<file path="config.mk">
export PLATFORM = sky130hd
export DESIGN_NAME = ce8_alu
export DESIGN_NICKNAME = d
export VERILOG_FILES = /design/src/hdl/ce8_pkg.sv /design/src/hdl/ce8_alu.sv
export SDC_FILE = /design/constraint.sdc
export NUM_CORES = 1
export LEC_CHECK = 0
export ABC_AREA = 1
export BUFFER_PORTS_ARGS = -buffer_cell sky130_fd_sc_hd__clkbuf_2
export CORE_MARGIN = 2
export CORE_UTILIZATION = 61
export DETAILED_ROUTE_END_ITERATION = 7
export PLACE_DENSITY = 0.85
export REMOVE_ABC_BUFFERS = 1
export SLEW_MARGIN = 20
export SYNTH_ARGS = -nofsm -noshare
export SYNTH_HDL_FRONTEND = slang
export SYNTH_SLANG_ARGS = --single-unit
</file>
<file path="constraint.sdc">
create_clock -name vclk -period 2.7
set_clock_uncertainty 0.15 [all_clocks]
set_input_delay 0.54 -clock vclk [all_inputs]
set_output_delay 0.54 -clock vclk [all_outputs]
set_load 0.05 [all_outputs]
</file>
<file path="src/hdl/ce8_pkg.sv">
// Shared constants, codes and helper functions for the CHIP-8 execution core.
// No dependencies; ce8_alu and the top level import this package.
`default_nettype none
package ce8_pkg;

	localparam int STACK_DEPTH = 16;
	localparam int MEM_BYTES   = 4096;
	localparam int AW          = $clog2(MEM_BYTES);
	localparam int SP_W        = $clog2(STACK_DEPTH + 1);
	localparam int SI_W        = $clog2(STACK_DEPTH);
	localparam int ROWS        = 32;
	localparam int COLS        = 64;
	localparam int FONT_BYTES  = 80;

	localparam logic [AW-1:0] RESET_START = 12'd512;

	localparam logic [2:0] ST_OK         = 3'd0;
	localparam logic [2:0] ST_HALT       = 3'd1;
	localparam logic [2:0] ST_ILLEGAL    = 3'd2;
	localparam logic [2:0] ST_OVERFLOW   = 3'd3;
	localparam logic [2:0] ST_BAD_RET    = 3'd4;
	localparam logic [2:0] ST_BAD_SPRITE = 3'd5;
	localparam logic [2:0] ST_WAIT_KEY   = 3'd6;

	localparam logic [2:0] FN_STEP  = 3'd0;
	localparam logic [2:0] FN_MEMWR = 3'd1;
	localparam logic [2:0] FN_KEY   = 3'd2;
	localparam logic [2:0] FN_TICK  = 3'd3;
	localparam logic [2:0] FN_PIXEL = 3'd4;

	typedef logic [3:0] alu_op_t;

	localparam alu_op_t ALU_MOV  = 4'd0;
	localparam alu_op_t ALU_OR   = 4'd1;
	localparam alu_op_t ALU_AND  = 4'd2;
	localparam alu_op_t ALU_XOR  = 4'd3;
	localparam alu_op_t ALU_ADD  = 4'd4;
	localparam alu_op_t ALU_SUB  = 4'd5;
	localparam alu_op_t ALU_SHR  = 4'd6;
	localparam alu_op_t ALU_SUBN = 4'd7;
	localparam alu_op_t ALU_SHL  = 4'd8;

	localparam logic [7:0] FONT [FONT_BYTES] = '{
		8'hF0, 8'h90, 8'h90, 8'h90, 8'hF0, 8'h20, 8'h60, 8'h20, 8'h20, 8'h70,
		8'hF0, 8'h10, 8'hF0, 8'h80, 8'hF0, 8'hF0, 8'h10, 8'hF0, 8'h10, 8'hF0,
		8'h90, 8'h90, 8'hF0, 8'h10, 8'h10, 8'hF0, 8'h80, 8'hF0, 8'h10, 8'hF0,
		8'hF0, 8'h80, 8'hF0, 8'h90, 8'hF0, 8'hF0, 8'h10, 8'h20, 8'h40, 8'h40,
		8'hF0, 8'h90, 8'hF0, 8'h90, 8'hF0, 8'hF0, 8'h90, 8'hF0, 8'h10, 8'hF0,
		8'hF0, 8'h90, 8'hF0, 8'h90, 8'h90, 8'hE0, 8'h90, 8'hE0, 8'h90, 8'hE0,
		8'hF0, 8'h80, 8'h80, 8'h80, 8'hF0, 8'hE0, 8'h90, 8'h90, 8'h90, 8'hE0,
		8'hF0, 8'h80, 8'hF0, 8'h80, 8'hF0, 8'hF0, 8'h80, 8'hF0, 8'h80, 8'h80
	};

	function automatic logic [7:0] font_byte(input logic [AW-1:0] a);
		if (a < AW'(FONT_BYTES)) begin
			return FONT[a[6:0]];
		end
		return 8'd0;
	endfunction

	// Column c of a screen row is bit c; sprite bit 7 lands on column col.
	function automatic logic [COLS-1:0] sprite_mask(input logic [7:0] line,
		input logic [5:0] col);
		logic [COLS-1:0]   m0;
		logic [2*COLS-1:0] t;
		m0 = '0;
		for (int b = 0; b < 8; b++) begin
			m0[b] = line[7-b];
		end
		t = {m0, m0} << col;
		return t[2*COLS-1:COLS];
	endfunction

	// Decimal digit sel (0 hundreds, 1 tens, 2 ones) of v.
	function automatic logic [7:0] bcd_digit(input logic [7:0] v, input logic [1:0] sel);
		logic [1:0]  h;
		logic [6:0]  r;
		logic [14:0] p;
		logic [3:0]  t;
		logic [3:0]  o;
		h = (v >= 8'd200) ? 2'd2 : ((v >= 8'd100) ? 2'd1 : 2'd0);
		r = 7'(v - 8'(h) * 8'd100);
		p = 15'(r) * 15'd205;
		t = p[14:11];
		o = 4'(r - 7'(t) * 7'd10);
		case (sel)
			2'd0: return 8'(h);
			2'd1: return 8'(t);
			default: return 8'(o);
		endcase
	endfunction

endpackage
`default_nettype wire

</file>
<file path="src/hdl/ce8_alu.sv">
// Shared 8-bit arithmetic and logic unit for register operations and compares.
// Depends on ce8_pkg.
`default_nettype none
module ce8_alu import ce8_pkg::*; (
	input  wire alu_op_t    op,
	input  wire logic [7:0] a,
	input  wire logic [7:0] b,
	output logic      [7:0] res,
	output logic            flag
);

	logic [8:0] sum;

	assign sum = {1'b0, a} + {1'b0, b};

	always_comb begin
		res  = b;
		flag = 1'b0;
		case (op)
			ALU_MOV:  res = b;
			ALU_OR:   res = a | b;
			ALU_AND:  res = a & b;
			ALU_XOR:  res = a ^ b;
			ALU_ADD: begin
				res  = sum[7:0];
				flag = sum[8];
			end
			ALU_SUB: begin
				res  = a - b;
				flag = (a >= b);
			end
			ALU_SHR: begin
				res  = {1'b0, a[7:1]};
				flag = a[0];
			end
			ALU_SUBN: begin
				res  = b - a;
				flag = (b >= a);
			end
			ALU_SHL: begin
				res  = {a[6:0], 1'b0};
				flag = a[7];
			end
			default: res = b;
		endcase
	end

endmodule
`default_nettype wire

</file>
==> results.py, run 1 <==
metrics = {
    "status": {
        "tool.error": "[ERROR DPL-0038] Utilization greater than 100%, impossible to legalize",
        "stop_stage": "5_1_grt",
        "status": "aborted with a tool error",
    },
    "floorplanning": {
        "initial_core_util_pct": 64.60,
        "top_level_ports": 29,
        "placement_row_count": 19,
        "die_height_um": 58.27,
        "die-width_um": 58.27,
    },
    "synthesis": {
        "ys.warnings.count": 0,
        "synth-seq-area-share_pct": 0,
        "yosysUniqueCellTypes": 26,
        "syn-mean-instance-area_um2": 5.461,
        "summed_instance_area_of_the_synthesized_netlist_um2": 1797,
        "instance_count_of_the_mapped_netlist": 329,
    },
    "place": {
        "dpl.hpwl_um": 4974,
        "placement.io_buffers": 29,
        "gp_congestion": 0.9908,
    },
    "timing": {
        "worst_path_end_type": "primary output",
        "grt_worst_setup_endpoint": "res[6]",
    },
    "global_route": {
        "maximum_number_of_pins_on_one_net_before_global_route_repair": 9,
    },
    "clock_tree": {
        "postCtsSetupBuffers": 0,
    },
}
[timing repair]
action / in CTS
gates resized for setup: 54
hold buffers: 0
pin swaps: 1
setup endpoints to repair: 8
[per-stage QoR]
step	setup slack, ns	TNS (ns)	std cells	cell area [µm²]	hold slack [ns]
floorplan	-0.02693	-0.02693	324	1754	1.256
global placement	-0.1746	-0.9250	431	2291	1.441
detailed placement	-0.2385	-1.312	431	2291	1.445
CTS	-0.02815	-0.06729	431	2519	1.418
[Yosys cell counts (all sizes together)]
cell type	n	area [µm²]
o22ai	8	50.05
o221ai	1	8.760
o211a	1	10.01
nand2	99	371.6
and2	1	6.260
a31o	1	8.760
inv	59	221.5
o21ai	13	65.06
nor2	31	123.9
o21bai	1	7.510
buf	5	42.53
ha	34	425.4
nand4	4	25.02
o2bb2ai	1	8.760
fa	3	60.06
o211ai	2	15.01
nor3	4	20.02
a21oi	16	83.83
nand3	42	220.2
nand3b	3	22.52
[kinds of logic after synthesis]
kind of cell	share of synthesized area (%)
AOI/OAI and AO/OA	14.35
adders and majority gates	27.02
buffers and inverters	14.69
and+or+nand+nor	43.94
==> inputs of run 2 (changes only) <==
--- a/config.mk
+++ b/config.mk
@@ -8,9 +8,9 @@
 export ABC_AREA = 1
 export BUFFER_PORTS_ARGS = -buffer_cell sky130_fd_sc_hd__clkbuf_2
 export CORE_MARGIN = 2
-export CORE_UTILIZATION = 61
+export CORE_UTILIZATION = 40
 export DETAILED_ROUTE_END_ITERATION = 7
-export PLACE_DENSITY = 0.85
+export PLACE_DENSITY_LB_ADDON = 0.15
 export REMOVE_ABC_BUFFERS = 1
 export SLEW_MARGIN = 20
 export SYNTH_ARGS = -nofsm -noshare
==> run 2 against run 1 <==
Effect of this change: the flow now finishes, with violations (negative setup slack); area after synthesis unchanged; synthesized cell count unchanged.
==> results.py, run 2 <==
metrics = {
    "worst_setup_path": {
        "critical_path.max_fanout": 3,
        "cp-end-kind": "output pin",
        "required_ns": 2.01,
        "worstSetupStartpointType": "primary input",
        "critical_path_class": "primary input to output pin",
        "arrival_time_reported_for_the_critical_path_endpoint_ns": 2.04,
    },
    "floorplanning": {
        "top_level_ports": 29,
        "placement_row_count": 24,
        "die-area_um2": 5044,
        "initial_core_util_pct": 41.26,
        "die-width_um": 71.02,
        "core-area_um2": 4354,
        "die_height_um": 71.02,
    },
    "drt": {
        "final_antenna_net_count": 0,
        "avgRoutedWirePerCell_um": 13.42,
        "dr.first_iter.drc_count": 185,
        "detail_route.drc_violations": 0,
        "routed_wirelength_um": 6225,
        "detailroute.via_count": 2416,
        "first_pass_iters": 5,
        "routed_via_density": 5.207,
    },
    "timing": {
        "worst-slew-pin-transition_ns": 0.4259,
        "final_slew_viol_count": 0,
        "max_clock_freq_mhz": 366.5,
        "relSlewSlack_pct": 71.61,
        "timing_hold_violations_final": 0,
        "final_critical_period_ns": 2.728,
        "grt_setup_unrepaired": "yes",
        "worst_hold_slack_ns": 1.404,
        "period_share_pct": 101.0,
        "final-setup-viol-count": 2,
        "timing.final.ws_setup_ns": -0.02821,
    },
    "synthesis": {
        "ys.warnings.count": 0,
        "yosysTopAreaCell": "sky130_fd_sc_hd__ha_1",
        "yosys-top-cells-count": "sky130_fd_sc_hd__nand2_1, sky130_fd_sc_hd__inv_1, sky130_fd_sc_hd__nand3_1",
        "yosysUniqueCellTypes": 26,
        "instance_count_of_the_mapped_netlist": 329,
        "synth_largest_type_area_fraction_pct": 23.68,
        "yosys-top-cells-area": "sky130_fd_sc_hd__ha_1, sky130_fd_sc_hd__nand2_1, sky130_fd_sc_hd__inv_1",
        "syn-mean-instance-area_um2": 5.461,
        "post-synth-top-count-cell": "sky130_fd_sc_hd__nand2_1",
        "summed_instance_area_of_the_synthesized_netlist_um2": 1797,
        "synth-seq-area-share_pct": 0,
    },
    "layout": {
        "area.growth.synth_to_final_pct": 55.64,
        "post_route_cells_drive_above_1_share_pct": 39.56,
        "final_cell_count_no_fill": 464,
        "final_nets": 471,
        "regArea_um2": 0,
        "layout_commonest_cell": "sky130_fd_sc_hd__nand2_1",
        "insertedDiodeCount": 0,
        "clock_buffer_count": 0,
        "final_cell_mix": "sky130_fd_sc_hd__nand2_1, sky130_fd_sc_hd__buf_4, sky130_fd_sc_hd__inv_1",
        "seq_cell_count": 0,
        "layout.cell_area.non_filler_um2": 2796,
    },
    "place": {
        "dpl.hpwl_um": 4964,
        "placement.cell_area_um2": 2415,
        "dp_cells": 461,
        "gp_congestion": 0.9676,
        "placement.io_buffers": 29,
    },
    "global_route": {
        "grt_pass1_wl_um": 10230,
        "grt.total_usage_pct": 24.52,
        "grt_overflow_total": 0,
        "maximum_number_of_pins_on_one_net_before_global_route_repair": 9,
        "antenna_found_initial": 0,
        "number_of_global_route_vias_before_repair": 2239,
    },
    "status": {
        "status": "complete, but fails checks",
        "violations": "negative setup slack",
    },
    "min_path": {
        "worst_min_path_class": "primary input to output pin",
        "timing.hold.worst.start": "b[7]",
        "whs_endpoint": "res[7]",
        "worst_hold_path.num_cells": 5,
    },
    "power": {
        "static-leakage-power_nw": 1.499,
        "power_per_cell_area_nw_per_um2": 215.1,
        "worst_ir_drop_on_vdd_mv": 0.1093,
    },
    "flow_run": {
        "max_cap_viol_count": 0,
    },
    "clock_tree": {
        "cts_hold_buffers": 0,
    },
}
==> run 2: cell counts after synthesis <==
No cell type changed its count.
==> run 2: what timing repair did <==
| action | 4_1_cts | 5_1_grt |
|---|---|---|
| setup buffers | 1 | 2 |
| gates resized for setup | 59 | 45 |
| pin swaps | 15 | 21 |
| setup endpoints to repair | 8 | 9 |
==> run 2: metrics by stage <==
stage	total power [W]	setup TNS [ns]	worst slack, ns	util [%]
floorplan	0.0002925	-0.02693	-0.02693	-
global placement	0.0004874	-0.9606	-0.2138	55.46
detailed placement	0.0004897	-1.085	-0.2483	55.46
CTS	0.0005509	-0.03720	-0.01833	61.09
global route	0.0006505	-0.4632	-0.1354	64.22
finish	0.0006014	-0.03529	-0.02821	64.22
==> run 2: worst max-delay path by stage <==
stage,slack (ns),to,from
after floorplan,-0.03,res[4],a[0]
after global placement,-0.21,res[6],a[5]
after detailed placement,-0.25,res[4],b[0]
after CTS,-0.02,res[6],b[0]
after global routing,-0.14,res[6],a[0]
final,-0.03,res[4],a[0]
==> run 2: layout make-up <==
class	instances	area [µm²]
Multi-Input combinational cell	265	1803
Fill cell	407	1558
Timing Repair Buffer	88	701.9
Inverter	59	226.5
Tap cell	52	65.06
==> run 2: critical path, stage by stage <==
cell,delay [ns]
sky130_fd_sc_hd__clkbuf_16,0.12
sky130_fd_sc_hd__inv_2,0.04
sky130_fd_sc_hd__ha_4,0.15
sky130_fd_sc_hd__fa_2,0.34
sky130_fd_sc_hd__inv_2,0.09
sky130_fd_sc_hd__nand2_2,0.08
sky130_fd_sc_hd__nand2_2,0.10
sky130_fd_sc_hd__nand2_1,0.05
sky130_fd_sc_hd__nand3_1,0.06
sky130_fd_sc_hd__nand2_1,0.06
sky130_fd_sc_hd__nand3b_1,0.22
sky130_fd_sc_hd__buf_8,0.19
==> run 2: cell families after synthesis <==
group | share of synthesized area [%]
buffers and inverters | 14.69
and+or+nand+nor | 43.94
adders and majority gates | 27.02
AOI/OAI and AO/OA | 14.35
==> run 2: routing by layer <==
metal	vias to the layer above	part of all wire [%]	track usage, %
li1	1230	-	-
met1	1081	47	34.68
met2	95	45	43.41
met3	10	6.0	0.5698
met4	0	1.6	1.887
met5	-	0	0
==> run 2: power by group <==
part           switching (W)  internal [W]
Combinational       0.000347      0.000255
Sequential                 0             0
Clock                      0             0
Note: power is estimated with default switching activity, not from simulation.
